<file path="src/hdl/irac_pkg.sv">
// ----------------------------------------------------------------------------
// irac_pkg: shared types and constants of the ir a/c frame decoder
// widths, error codes, register indexes and the front to back item format
// ----------------------------------------------------------------------------
package irac_pkg;

    localparam int DUR_W         = 16;
    localparam int TOL_W         = 6;
    localparam int PROD_W        = 24;
    localparam int CODE_W        = 24;
    localparam int BYTE_W        = 8;
    localparam int ERR_W         = 3;
    localparam int ENTRY_W       = 7;
    localparam int CFG_IDX_W     = 3;
    localparam int PCT           = 100;

    localparam int FRAME_ENTRIES = 100;
    localparam int FIRST_DATA    = 3;
    localparam int LAST_DATA     = 98;

    localparam logic [ENTRY_W-1:0] ENTRY_MAX = '1;

    // error codes, lowest number wins except bit timing over complement
    localparam logic [ERR_W-1:0] ERR_NONE      = 3'd0;
    localparam logic [ERR_W-1:0] ERR_COUNT     = 3'd1;
    localparam logic [ERR_W-1:0] ERR_HDR_MARK  = 3'd2;
    localparam logic [ERR_W-1:0] ERR_HDR_SPACE = 3'd3;
    localparam logic [ERR_W-1:0] ERR_BIT       = 3'd4;
    localparam logic [ERR_W-1:0] ERR_COMPL     = 3'd5;

    // configuration register indexes
    localparam logic [CFG_IDX_W-1:0] CFG_HDR_MARK   = 3'd0;
    localparam logic [CFG_IDX_W-1:0] CFG_HDR_SPACE  = 3'd1;
    localparam logic [CFG_IDX_W-1:0] CFG_BIT_MARK   = 3'd2;
    localparam logic [CFG_IDX_W-1:0] CFG_ONE_SPACE  = 3'd3;
    localparam logic [CFG_IDX_W-1:0] CFG_ZERO_SPACE = 3'd4;
    localparam logic [CFG_IDX_W-1:0] CFG_RPT_SPACE  = 3'd5;
    localparam logic [CFG_IDX_W-1:0] CFG_TOLERANCE  = 3'd6;

    // what the back end does with one duration
    typedef enum logic [2:0] {
        K_REPEAT,
        K_HDR_MARK,
        K_HDR_SPACE,
        K_BIT_MARK,
        K_BIT_SPACE,
        K_SKIP
    } t_kind;

    typedef struct packed {
        logic [DUR_W-1:0] duration;
        logic             last;
        t_kind            kind;
        logic             byte_end;
        logic [1:0]       pair_idx;
        logic             odd_byte;
        logic             count_ok;
    } t_item;

    typedef struct packed {
        logic [DUR_W-1:0] hdr_mark;
        logic [DUR_W-1:0] hdr_space;
        logic [DUR_W-1:0] bit_mark;
        logic [DUR_W-1:0] one_space;
        logic [DUR_W-1:0] zero_space;
        logic [DUR_W-1:0] rpt_space;
        logic [TOL_W-1:0] tolerance;
    } t_cfg;

    // queue status seen by the front and the back
    typedef struct packed {
        logic full;
        logic empty;
    } t_q_stat;

endpackage

</file>
<file path="src/hdl/irac_front.sv">
// ----------------------------------------------------------------------------
// irac_front: entry counter and classifier
// numbers the durations of a frame and tags each with its role
// ----------------------------------------------------------------------------
module irac_front (
    input  logic                                i_clk,
    input  logic                                i_rst_n,
    input  logic                                i_valid,
    input  logic [irac_pkg::DUR_W-1:0]          i_duration,
    input  logic                                i_last,
    input  irac_pkg::t_q_stat                   i_q_stat,
    output logic                                o_ready,
    output logic                                o_push,
    output irac_pkg::t_item                     o_item
);

    logic [irac_pkg::ENTRY_W-1:0] r_idx;
    logic [irac_pkg::ENTRY_W-1:0] n_idx;
    logic [irac_pkg::ENTRY_W-1:0] w_rel;

    assign o_ready = !i_q_stat.full;
    assign o_push  = i_valid && o_ready;
    assign w_rel   = r_idx - irac_pkg::ENTRY_W'(irac_pkg::FIRST_DATA);

    always_comb begin
        o_item          = '0;
        o_item.duration = i_duration;
        o_item.last     = i_last;
        o_item.byte_end = 1'b0;
        o_item.pair_idx = w_rel[6:5];
        o_item.odd_byte = w_rel[4];
        o_item.count_ok = (r_idx == irac_pkg::ENTRY_W'(irac_pkg::FRAME_ENTRIES - 1));
        if (r_idx == irac_pkg::ENTRY_W'(0)) begin
            o_item.kind = irac_pkg::K_REPEAT;
        end else if (r_idx == irac_pkg::ENTRY_W'(1)) begin
            o_item.kind = irac_pkg::K_HDR_MARK;
        end else if (r_idx == irac_pkg::ENTRY_W'(2)) begin
            o_item.kind = irac_pkg::K_HDR_SPACE;
        end else if (r_idx <= irac_pkg::ENTRY_W'(irac_pkg::LAST_DATA)) begin
            o_item.kind     = w_rel[0] ? irac_pkg::K_BIT_SPACE : irac_pkg::K_BIT_MARK;
            o_item.byte_end = (w_rel[3:0] == 4'hF);
        end else begin
            o_item.kind = irac_pkg::K_SKIP;
        end
    end

    always_comb begin
        n_idx = r_idx;
        if (o_push) begin
            if (i_last) begin
                n_idx = '0;
            end else if (r_idx != irac_pkg::ENTRY_MAX) begin
                n_idx = r_idx + irac_pkg::ENTRY_W'(1);
            end
        end
    end

    always_ff @(posedge i_clk) begin
        if (!i_rst_n) begin
            r_idx <= '0;
        end else begin
            r_idx <= n_idx;
        end
    end

endmodule

</file>
<file path="src/hdl/irac_queue.sv">
// ----------------------------------------------------------------------------
// irac_queue: small first-in first-out queue between front and back
// depth must be a power of two, at least two
// ----------------------------------------------------------------------------
module irac_queue #(
    parameter int DEPTH = 4
) (
    input  logic                i_clk,
    input  logic                i_rst_n,
    input  logic                i_push,
    input  irac_pkg::t_item     i_item,
    input  logic                i_pop,
    output irac_pkg::t_item     o_item,
    output irac_pkg::t_q_stat   o_stat
);

    localparam int PTR_W = $clog2(DEPTH);
    localparam int CNT_W = $clog2(DEPTH + 1);

    irac_pkg::t_item     r_mem [DEPTH];
    logic [PTR_W-1:0]    r_wr_ptr;
    logic [PTR_W-1:0]    r_rd_ptr;
    logic [CNT_W-1:0]    r_count;

    assign o_item       = r_mem[r_rd_ptr];
    assign o_stat.full  = (r_count == CNT_W'(DEPTH));
    assign o_stat.empty = (r_count == '0);

    always_ff @(posedge i_clk) begin
        if (i_push) begin
            r_mem[r_wr_ptr] <= i_item;
        end
    end

    always_ff @(posedge i_clk) begin
        if (!i_rst_n) begin
            r_wr_ptr <= '0;
            r_rd_ptr <= '0;
            r_count  <= '0;
        end else begin
            if (i_push) begin
                r_wr_ptr <= r_wr_ptr + PTR_W'(1);
            end
            if (i_pop) begin
                r_rd_ptr <= r_rd_ptr + PTR_W'(1);
            end
            case ({i_push, i_pop})
                2'b10:   r_count <= r_count + CNT_W'(1);
                2'b01:   r_count <= r_count - CNT_W'(1);
                default: r_count <= r_count;
            endcase
        end
    end

endmodule

</file>
<file path="src/hdl/irac_back.sv">
// ----------------------------------------------------------------------------
// irac_back: tolerance match and frame state
// stage one forms the window products, stage two compares and updates state
// ----------------------------------------------------------------------------
module irac_back (
    input  logic                                i_clk,
    input  logic                                i_rst_n,
    input  irac_pkg::t_cfg                      i_cfg,
    input  irac_pkg::t_q_stat                   i_q_stat,
    input  irac_pkg::t_item                     i_item,
    output logic                                o_pop,
    output logic                                o_valid,
    input  logic                                i_ready,
    output logic                                o_frame_ok,
    output logic [irac_pkg::ERR_W-1:0]          o_error_code,
    output logic                                o_is_repeat,
    output logic [irac_pkg::CODE_W-1:0]         o_code_value
);

    localparam int PW = irac_pkg::PROD_W;

    // stage one
    logic                              r_s1_valid;
    irac_pkg::t_item                   r_s1_item;
    logic [PW-1:0]                     r_d100;
    logic [PW-1:0]                     r_pa;
    logic [PW-1:0]                     r_qa;
    logic [PW-1:0]                     r_pb;
    logic [PW-1:0]                     r_qb;

    logic [7:0]                        w_lo_pct;
    logic [7:0]                        w_hi_pct;
    logic [irac_pkg::DUR_W-1:0]        w_exp_a;
    logic                              w_consume;

    // frame state
    logic [irac_pkg::BYTE_W-1:0]       r_shift,  n_shift;
    logic [irac_pkg::BYTE_W-1:0]       r_true,   n_true;
    logic [irac_pkg::CODE_W-1:0]       r_acc,    n_acc;
    logic [irac_pkg::ERR_W-1:0]        r_err,    n_err;
    logic                              r_rep,    n_rep;

    // result register
    logic                              r_out_valid;
    logic                              r_frame_ok, n_frame_ok;
    logic [irac_pkg::ERR_W-1:0]        r_out_err,  n_out_err;
    logic                              r_out_rep,  n_out_rep;
    logic [irac_pkg::CODE_W-1:0]       r_out_code, n_out_code;

    logic [PW-1:0]                     w_d100_hi;
    logic                              w_match_a;
    logic                              w_match_b;
    logic                              w_bad;

    assign w_lo_pct  = 8'(irac_pkg::PCT) - 8'(i_cfg.tolerance);
    assign w_hi_pct  = 8'(irac_pkg::PCT) + 8'(i_cfg.tolerance);
    assign w_consume = r_s1_valid && (!r_s1_item.last || !r_out_valid || i_ready);
    assign o_pop     = !i_q_stat.empty && (!r_s1_valid || w_consume);

    always_comb begin
        case (i_item.kind)
            irac_pkg::K_REPEAT:    w_exp_a = i_cfg.rpt_space;
            irac_pkg::K_HDR_MARK:  w_exp_a = i_cfg.hdr_mark;
            irac_pkg::K_HDR_SPACE: w_exp_a = i_cfg.hdr_space;
            irac_pkg::K_BIT_MARK:  w_exp_a = i_cfg.bit_mark;
            irac_pkg::K_BIT_SPACE: w_exp_a = i_cfg.one_space;
            default:               w_exp_a = i_cfg.bit_mark;
        endcase
    end

    always_ff @(posedge i_clk) begin
        if (!i_rst_n) begin
            r_s1_valid <= 1'b0;
        end else if (o_pop) begin
            r_s1_valid <= 1'b1;
        end else if (w_consume) begin
            r_s1_valid <= 1'b0;
        end
    end

    always_ff @(posedge i_clk) begin
        if (o_pop) begin
            r_s1_item <= i_item;
            r_d100    <= PW'(i_item.duration) * PW'(irac_pkg::PCT);
            r_pa      <= PW'(w_exp_a) * PW'(w_lo_pct);
            r_qa      <= PW'(w_exp_a) * PW'(w_hi_pct);
            r_pb      <= PW'(i_cfg.zero_space) * PW'(w_lo_pct);
            r_qb      <= PW'(i_cfg.zero_space) * PW'(w_hi_pct);
        end
    end

    // floor(p/100) <= d  <=>  p <= 100*d + 99 ; d <= floor(q/100) <=> 100*d <= q
    assign w_d100_hi = r_d100 + PW'(irac_pkg::PCT - 1);
    assign w_match_a = (r_pa <= w_d100_hi) && (r_d100 <= r_qa);
    assign w_match_b = (r_pb <= w_d100_hi) && (r_d100 <= r_qb);

    always_comb begin
        n_shift    = r_shift;
        n_true     = r_true;
        n_acc      = r_acc;
        n_err      = r_err;
        n_rep      = r_rep;
        n_frame_ok = r_frame_ok;
        n_out_err  = r_out_err;
        n_out_rep  = r_out_rep;
        n_out_code = r_out_code;
        w_bad      = 1'b0;
        if (w_consume) begin
            case (r_s1_item.kind)
                irac_pkg::K_REPEAT: begin
                    n_rep = w_match_a;
                end
                irac_pkg::K_HDR_MARK: begin
                    if (!w_match_a && r_err == irac_pkg::ERR_NONE) begin
                        n_err = irac_pkg::ERR_HDR_MARK;
                    end
                end
                irac_pkg::K_HDR_SPACE: begin
                    if (!w_match_a && r_err == irac_pkg::ERR_NONE) begin
                        n_err = irac_pkg::ERR_HDR_SPACE;
                    end
                end
                irac_pkg::K_BIT_MARK: begin
                    w_bad = !w_match_a;
                end
                irac_pkg::K_BIT_SPACE: begin
                    // a one wins when both windows hold the space
                    if (w_match_a) begin
                        n_shift = {r_shift[irac_pkg::BYTE_W-2:0], 1'b1};
                    end else if (w_match_b) begin
                        n_shift = {r_shift[irac_pkg::BYTE_W-2:0], 1'b0};
                    end else begin
                        w_bad = 1'b1;
                    end
                end
                default: begin
                end
            endcase
            if (w_bad && (n_err == irac_pkg::ERR_NONE || n_err == irac_pkg::ERR_COMPL)) begin
                n_err = irac_pkg::ERR_BIT;
            end
            if (r_s1_item.byte_end) begin
                if (!r_s1_item.odd_byte) begin
                    n_true = n_shift;
                end else begin
                    if ((~r_true != n_shift) && n_err == irac_pkg::ERR_NONE) begin
                        n_err = irac_pkg::ERR_COMPL;
                    end
                    n_acc = r_acc | (irac_pkg::CODE_W'(r_true)
                            << {r_s1_item.pair_idx, 3'b000});
                end
                n_shift = '0;
            end
            if (r_s1_item.last) begin
                n_out_err  = r_s1_item.count_ok ? n_err : irac_pkg::ERR_COUNT;
                n_frame_ok = (n_out_err == irac_pkg::ERR_NONE);
                n_out_rep  = n_rep;
                n_out_code = n_frame_ok ? n_acc : '0;
                n_shift    = '0;
                n_true     = '0;
                n_acc      = '0;
                n_err      = irac_pkg::ERR_NONE;
                n_rep      = 1'b0;
            end
        end
    end

    always_ff @(posedge i_clk) begin
        if (!i_rst_n) begin
            r_shift     <= '0;
            r_true      <= '0;
            r_acc       <= '0;
            r_err       <= irac_pkg::ERR_NONE;
            r_rep       <= 1'b0;
            r_out_valid <= 1'b0;
        end else begin
            r_shift <= n_shift;
            r_true  <= n_true;
            r_acc   <= n_acc;
            r_err   <= n_err;
            r_rep   <= n_rep;
            if (w_consume && r_s1_item.last) begin
                r_out_valid <= 1'b1;
            end else if (i_ready) begin
                r_out_valid <= 1'b0;
            end
        end
    end

    always_ff @(posedge i_clk) begin
        r_frame_ok <= n_frame_ok;
        r_out_err  <= n_out_err;
        r_out_rep  <= n_out_rep;
        r_out_code <= n_out_code;
    end

    assign o_valid      = r_out_valid;
    assign o_frame_ok   = r_frame_ok;
    assign o_error_code = r_out_err;
    assign o_is_repeat  = r_out_rep;
    assign o_code_value = r_out_code;

endmodule

</file>
<file path="src/hdl/ir_ac_frame_pulse_decoder.sv">
// ----------------------------------------------------------------------------
// ir_ac_frame_pulse_decoder: infrared air-conditioner frame decoder
// checks header and pulse-distance timing of one frame and returns its
// three byte/complement pairs as a 24-bit code with an error code
// ----------------------------------------------------------------------------
//
//  channel   direction  handshake                    payload
//  -------   ---------  ---------------------------  ---------------------------
//  input     in         i_valid / o_ready            i_duration_us, i_frame_end
//  result    out        o_valid / i_ready            o_frame_ok, o_error_code,
//                                                    o_is_repeat, o_code_value
//  config    in         i_cfg_valid / o_cfg_ready    i_cfg_index, i_cfg_data
//
//  one duration beat is taken every cycle while the queue has room; the
//  front counts and tags, the back runs a two-stage multiply/compare pipe
//  a result beat shows once the last duration of a frame has moved from
//  the queue slot into the product register and from there loads the
//  result register
//  a stalled result holds only the last duration of the next frame in the
//  pipe; earlier durations keep flowing, later ones fill the queue behind it
//  synchronous active-low reset clears counters, queue and frame state and
//  loads the register defaults; config beats are always taken
// ----------------------------------------------------------------------------
module ir_ac_frame_pulse_decoder #(
    parameter int QUEUE_DEPTH = 4
) (
    input  logic                                i_clk,
    input  logic                                i_rst_n,
    // duration beats
    input  logic                                i_valid,
    output logic                                o_ready,
    input  logic [irac_pkg::DUR_W-1:0]          i_duration_us,
    input  logic                                i_frame_end,
    // result beats
    output logic                                o_valid,
    input  logic                                i_ready,
    output logic                                o_frame_ok,
    output logic [irac_pkg::ERR_W-1:0]          o_error_code,
    output logic                                o_is_repeat,
    output logic [irac_pkg::CODE_W-1:0]         o_code_value,
    // register writes
    input  logic                                i_cfg_valid,
    output logic                                o_cfg_ready,
    input  logic [irac_pkg::CFG_IDX_W-1:0]      i_cfg_index,
    input  logic [irac_pkg::DUR_W-1:0]          i_cfg_data
);

    irac_pkg::t_cfg     r_cfg;
    irac_pkg::t_item    w_push_item;
    irac_pkg::t_item    w_head_item;
    irac_pkg::t_q_stat  w_q_stat;
    logic               w_push;
    logic               w_pop;

    // register file; the user must write it only between frames, the block itself does not enforce this
    assign o_cfg_ready = 1'b1;

    always_ff @(posedge i_clk) begin
        if (!i_rst_n) begin
            r_cfg.hdr_mark   <= irac_pkg::DUR_W'(4400);
            r_cfg.hdr_space  <= irac_pkg::DUR_W'(4400);
            r_cfg.bit_mark   <= irac_pkg::DUR_W'(560);
            r_cfg.one_space  <= irac_pkg::DUR_W'(1690);
            r_cfg.zero_space <= irac_pkg::DUR_W'(560);
            r_cfg.rpt_space  <= irac_pkg::DUR_W'(5200);
            r_cfg.tolerance  <= irac_pkg::TOL_W'(25);
        end else if (i_cfg_valid && o_cfg_ready) begin
            case (i_cfg_index)
                irac_pkg::CFG_HDR_MARK:   r_cfg.hdr_mark   <= i_cfg_data;
                irac_pkg::CFG_HDR_SPACE:  r_cfg.hdr_space  <= i_cfg_data;
                irac_pkg::CFG_BIT_MARK:   r_cfg.bit_mark   <= i_cfg_data;
                irac_pkg::CFG_ONE_SPACE:  r_cfg.one_space  <= i_cfg_data;
                irac_pkg::CFG_ZERO_SPACE: r_cfg.zero_space <= i_cfg_data;
                irac_pkg::CFG_RPT_SPACE:  r_cfg.rpt_space  <= i_cfg_data;
                irac_pkg::CFG_TOLERANCE:  r_cfg.tolerance  <= i_cfg_data[irac_pkg::TOL_W-1:0];
                default: begin
                end
            endcase
        end
    end

    // front: entry numbering and role of each duration
    irac_front u_front (
        .i_clk      (i_clk),
        .i_rst_n    (i_rst_n),
        .i_valid    (i_valid),
        .i_duration (i_duration_us),
        .i_last     (i_frame_end),
        .i_q_stat   (w_q_stat),
        .o_ready    (o_ready),
        .o_push     (w_push),
        .o_item     (w_push_item)
    );

    // decouples the front from result stalls
    irac_queue #(
        .DEPTH (QUEUE_DEPTH)
    ) u_queue (
        .i_clk   (i_clk),
        .i_rst_n (i_rst_n),
        .i_push  (w_push),
        .i_item  (w_push_item),
        .i_pop   (w_pop),
        .o_item  (w_head_item),
        .o_stat  (w_q_stat)
    );

    // back: tolerance windows, bit assembly, error tracking, result register
    irac_back u_back (
        .i_clk        (i_clk),
        .i_rst_n      (i_rst_n),
        .i_cfg        (r_cfg),
        .i_q_stat     (w_q_stat),
        .i_item       (w_head_item),
        .o_pop        (w_pop),
        .o_valid      (o_valid),
        .i_ready      (i_ready),
        .o_frame_ok   (o_frame_ok),
        .o_error_code (o_error_code),
        .o_is_repeat  (o_is_repeat),
        .o_code_value (o_code_value)
    );

endmodule

</file>
<file path="config.mk">
export PLATFORM = sky130hd
export DESIGN_NAME = ir_ac_frame_pulse_decoder
export DESIGN_NICKNAME = d
export VERILOG_FILES = /design/src/hdl/irac_pkg.sv /design/src/hdl/irac_front.sv /design/src/hdl/irac_queue.sv /design/src/hdl/irac_back.sv /design/src/hdl/ir_ac_frame_pulse_decoder.sv
export SDC_FILE = /design/constraint.sdc
export NUM_CORES = 2
export LEC_CHECK = 0
export ABC_AREA = 1
export BUFFER_PORTS_ARGS = -buffer_cell sky130_fd_sc_hd__buf_2
export CORE_ASPECT_RATIO = 0.6
export CORE_MARGIN = 2
export CORE_UTILIZATION = 46
export CTS_CLUSTER_SIZE = 12
export DETAILED_ROUTE_END_ITERATION = 10
export PLACE_DENSITY = 0.68
export SYNTH_ARGS = -nofsm -noshare
export SYNTH_HDL_FRONTEND = slang
export SYNTH_SLANG_ARGS = --single-unit
</file>
<file path="constraint.sdc">
create_clock -name i_clk -period 13.6 [get_ports i_clk]
set_input_delay 1.36 -clock i_clk [delete_from_list [all_inputs] [get_ports i_clk]]
set_output_delay 1.36 -clock i_clk [all_outputs]
set_load 0.02 [all_outputs]
</file>
==> results.cfg <==
[synth]
avgSynthCellArea_um2 = 8.86
yosysWarnings = 0
yosys.area.top_type = edfxtp_1
ys.flop_type = edfxtp_1
yosys-top-cells-count = inv_1 (667), nor2_1 (594), nand2_1 (527), ha_1 (346), fa_1 (320)
syn_nets = 4556
synth-async-reset-ratio_pct = 0
synth_seq_cells = 417
synthCells = 3849
synth.top_cell.area_share_pct = 22.3
seq_area_frac_synth_pct = 31.9
synth.area.top_cells = edfxtp_1 (22%), fa_1 (19%), ha_1 (13%)
yosysUniqueCellTypes = 60
syn_area_um2 = 34100
synth_edf_count = 253
synth_most_common_cell = inv_1

[global_routing]
grt_pass1_wl_um = 142000
track_usage_pct = 23.8
grt_max_degree = 106
grt_pass1_vias = 25200
grt_remaining_overflow = 0
antenna_found_initial = 1

[timing]
rsz0062_at_grt = false
setup_ws_ns = 4.16
timing.hold.ws_ns = 0.457
period_share_pct = 69.4
finalSetupTns_ns = 0
setup_viol = 0
max_freq_mhz = 106
fin_crit_ns = 9.44
timing_hold_violations_final = 0
tightest_slew_ns = 1.40
relSlewSlack_pct = 6.34
finClkSkew_ns = 0.0265
slew_violations = 0

[worst_hold_path]
min_path_cells = 2
holdCritStartpoint = r_cfg[16]$_SDFFE_PN1P_
holdCritPathClass = flip-flop to flip-flop

[placed_design]
io_buffers = 71
pre_cts_ws_ns = 4.33
dp_hpwl_um = 68400
place_congestion = 0.923

[floorplan]
die_width_um = 355
start_util_pct = 46.4
core_um2 = 73500
rows = 77
die_area_um2 = 76400
die_height_um = 215
io_pins = 73

[cts]
cts.path.max_buffers = 3
cts_root_buf = clkbuf_16
cts_setup_buffers = 0
postCtsHoldBufs = 0
clk_pin_slew_ns = 0.06
cts_tree = built
h-tree-depth = 2
numCtsBuffers = 43
clock_sinks = 417
ctsResizeCount = 0
clock_latency_ns = 0.59

[finish]
regArea_um2 = 10900
diodes = 0
drive_gt1_share_pct = 6.25
final_core_util_pct = 50.1
multi_input_area_um2 = 20200
synthToLayoutAreaGrowth_pct = 7.99
fillers = 6828
layout.nets = 4594

[route]
avgViaCountPerCell = 5.27
drc = 0
dr.pass1.iters = 7
vias = 25900
ant_nets = 0
drt_iter0_markers = 2758
wirelength_um = 88900
wire_per_inst_um = 18.1

[run]
maxCapViolations = 0

[critical_path]
cp-end-kind = flip-flop
cp.arrival_ns = 9.76
reg2reg_depth = 34
crit_slowest_cell = o21ai_1
path_class = flip-flop to flip-flop
crit_top_cell = nand2_1
critPathRequiredTime_ns = 13.92
startpoint_type = flip-flop
critPathMaxFanout = 51
slowest_delay_ns = 1.21

[outcome]
status = complete, no violations
## critical path, delay by kind of cell (launching register included)
kind                     cells  cell delay (ns)
buffers and inverters        7             1.74
XOR/XNOR                     1             0.06
AO/OA/AOI/OAI                6             2.62
flip-flops                   1             0.30
AND/OR/NAND/NOR             15             1.96
adder cells (fa/ha/maj)      5             2.46
## sequential cells by signal (all words and copies together), names as in the netlist, 2 cells and up, named ones only
signal / count
r_cfg: 102
u_back.o_code_value: 24
u_back.o_error_code: 3
u_back.r_acc: 24
u_back.r_d100: 21
u_back.r_err: 3
u_back.r_pa: 23
u_back.r_pb: 23
u_back.r_qa: 24
u_back.r_qb: 24
u_back.r_s1_item: 9
u_back.r_shift: 8
u_back.r_true: 8
u_front.r_idx: 7
u_queue.r_count: 3
u_queue.r_mem: 100
u_queue.r_rd_ptr: 2
u_queue.r_wr_ptr: 2
## kinds of logic (layout without fill, tap and decap cells)
logic type               after synthesis  in the layout  synth area share [%]
other                                  1              1                0.0110
flip-flops                           417            417                  31.9
adder cells (fa/ha/maj)              666            666                  31.5
buffers and inverters                805            874                  8.97
XOR/XNOR                             108            108                  2.77
AO/OA/AOI/OAI                        464            464                  7.59
AND/OR/NAND/NOR                     1388           1388                  17.2
## cell usage in the layout (no fill, tap or decap), types with 7 or more instances in the layout
cell / count
dfxtp_1: 164
buf_2: 71
xor2_1: 86
a31oi_1: 7
nand2_2: 18
clkbuf_1: 20
nand4_1: 24
a21o_1: 10
edfxtp_1: 253
nand3_1: 140
o21ai_0: 143
nand2_1: 527
nor2_1: 590
clkbuf_16: 43
a21oi_1: 208
a32oi_1: 13
a22oi_1: 22
inv_1: 666
nor3_1: 25
ha_1: 346
fa_1: 320
clkinv_1: 11
nand3b_1: 9
buf_4: 45
a211oi_1: 9
xnor2_1: 21
o21bai_1: 9
o22ai_1: 13
nor3_2: 21
o21ai_1: 8
## metrics by stage
stage	cell area, um2	std cells
2_1_floorplan	34100	3849
3_3_place_gp	35500	4829
3_5_place_dp	35500	4829
4_1_cts	36800	4905
5_1_grt	36800	4905
6_report	36800	4905
## area by class of cell
type / instances / share of cell area, %
Inverter: 682 / 6.97
Sequential cell: 417 / 29.6
Clock inverter: 12 / 0.272
Timing Repair Buffer: 116 / 1.88
Clock buffer: 64 / 3.16
Multi-Input combinational cell: 2627 / 54.8
Tap cell: 987 / 3.35
## routing by layer
metal	global-route usage, %	part of all wire [%]
met5	0.375	0.042
met4	4.21	1.5
met3	9.46	13
met1	37.9	49
met2	29.6	36
## worst paths after layout
check                         endpoint  slack [ns]
min reg2reg     r_cfg[16]$_SDFFE_PN1P_        0.46
max reg2reg  u_back.r_qa[23]$_DFFE_PP_        4.16
max          u_back.r_qa[23]$_DFFE_PP_        4.16
min             r_cfg[16]$_SDFFE_PN1P_        0.46
Power is left out: the tool's default activity adds up to more than one toggle a clock period on the data nets, which glitch-free logic cannot reach.
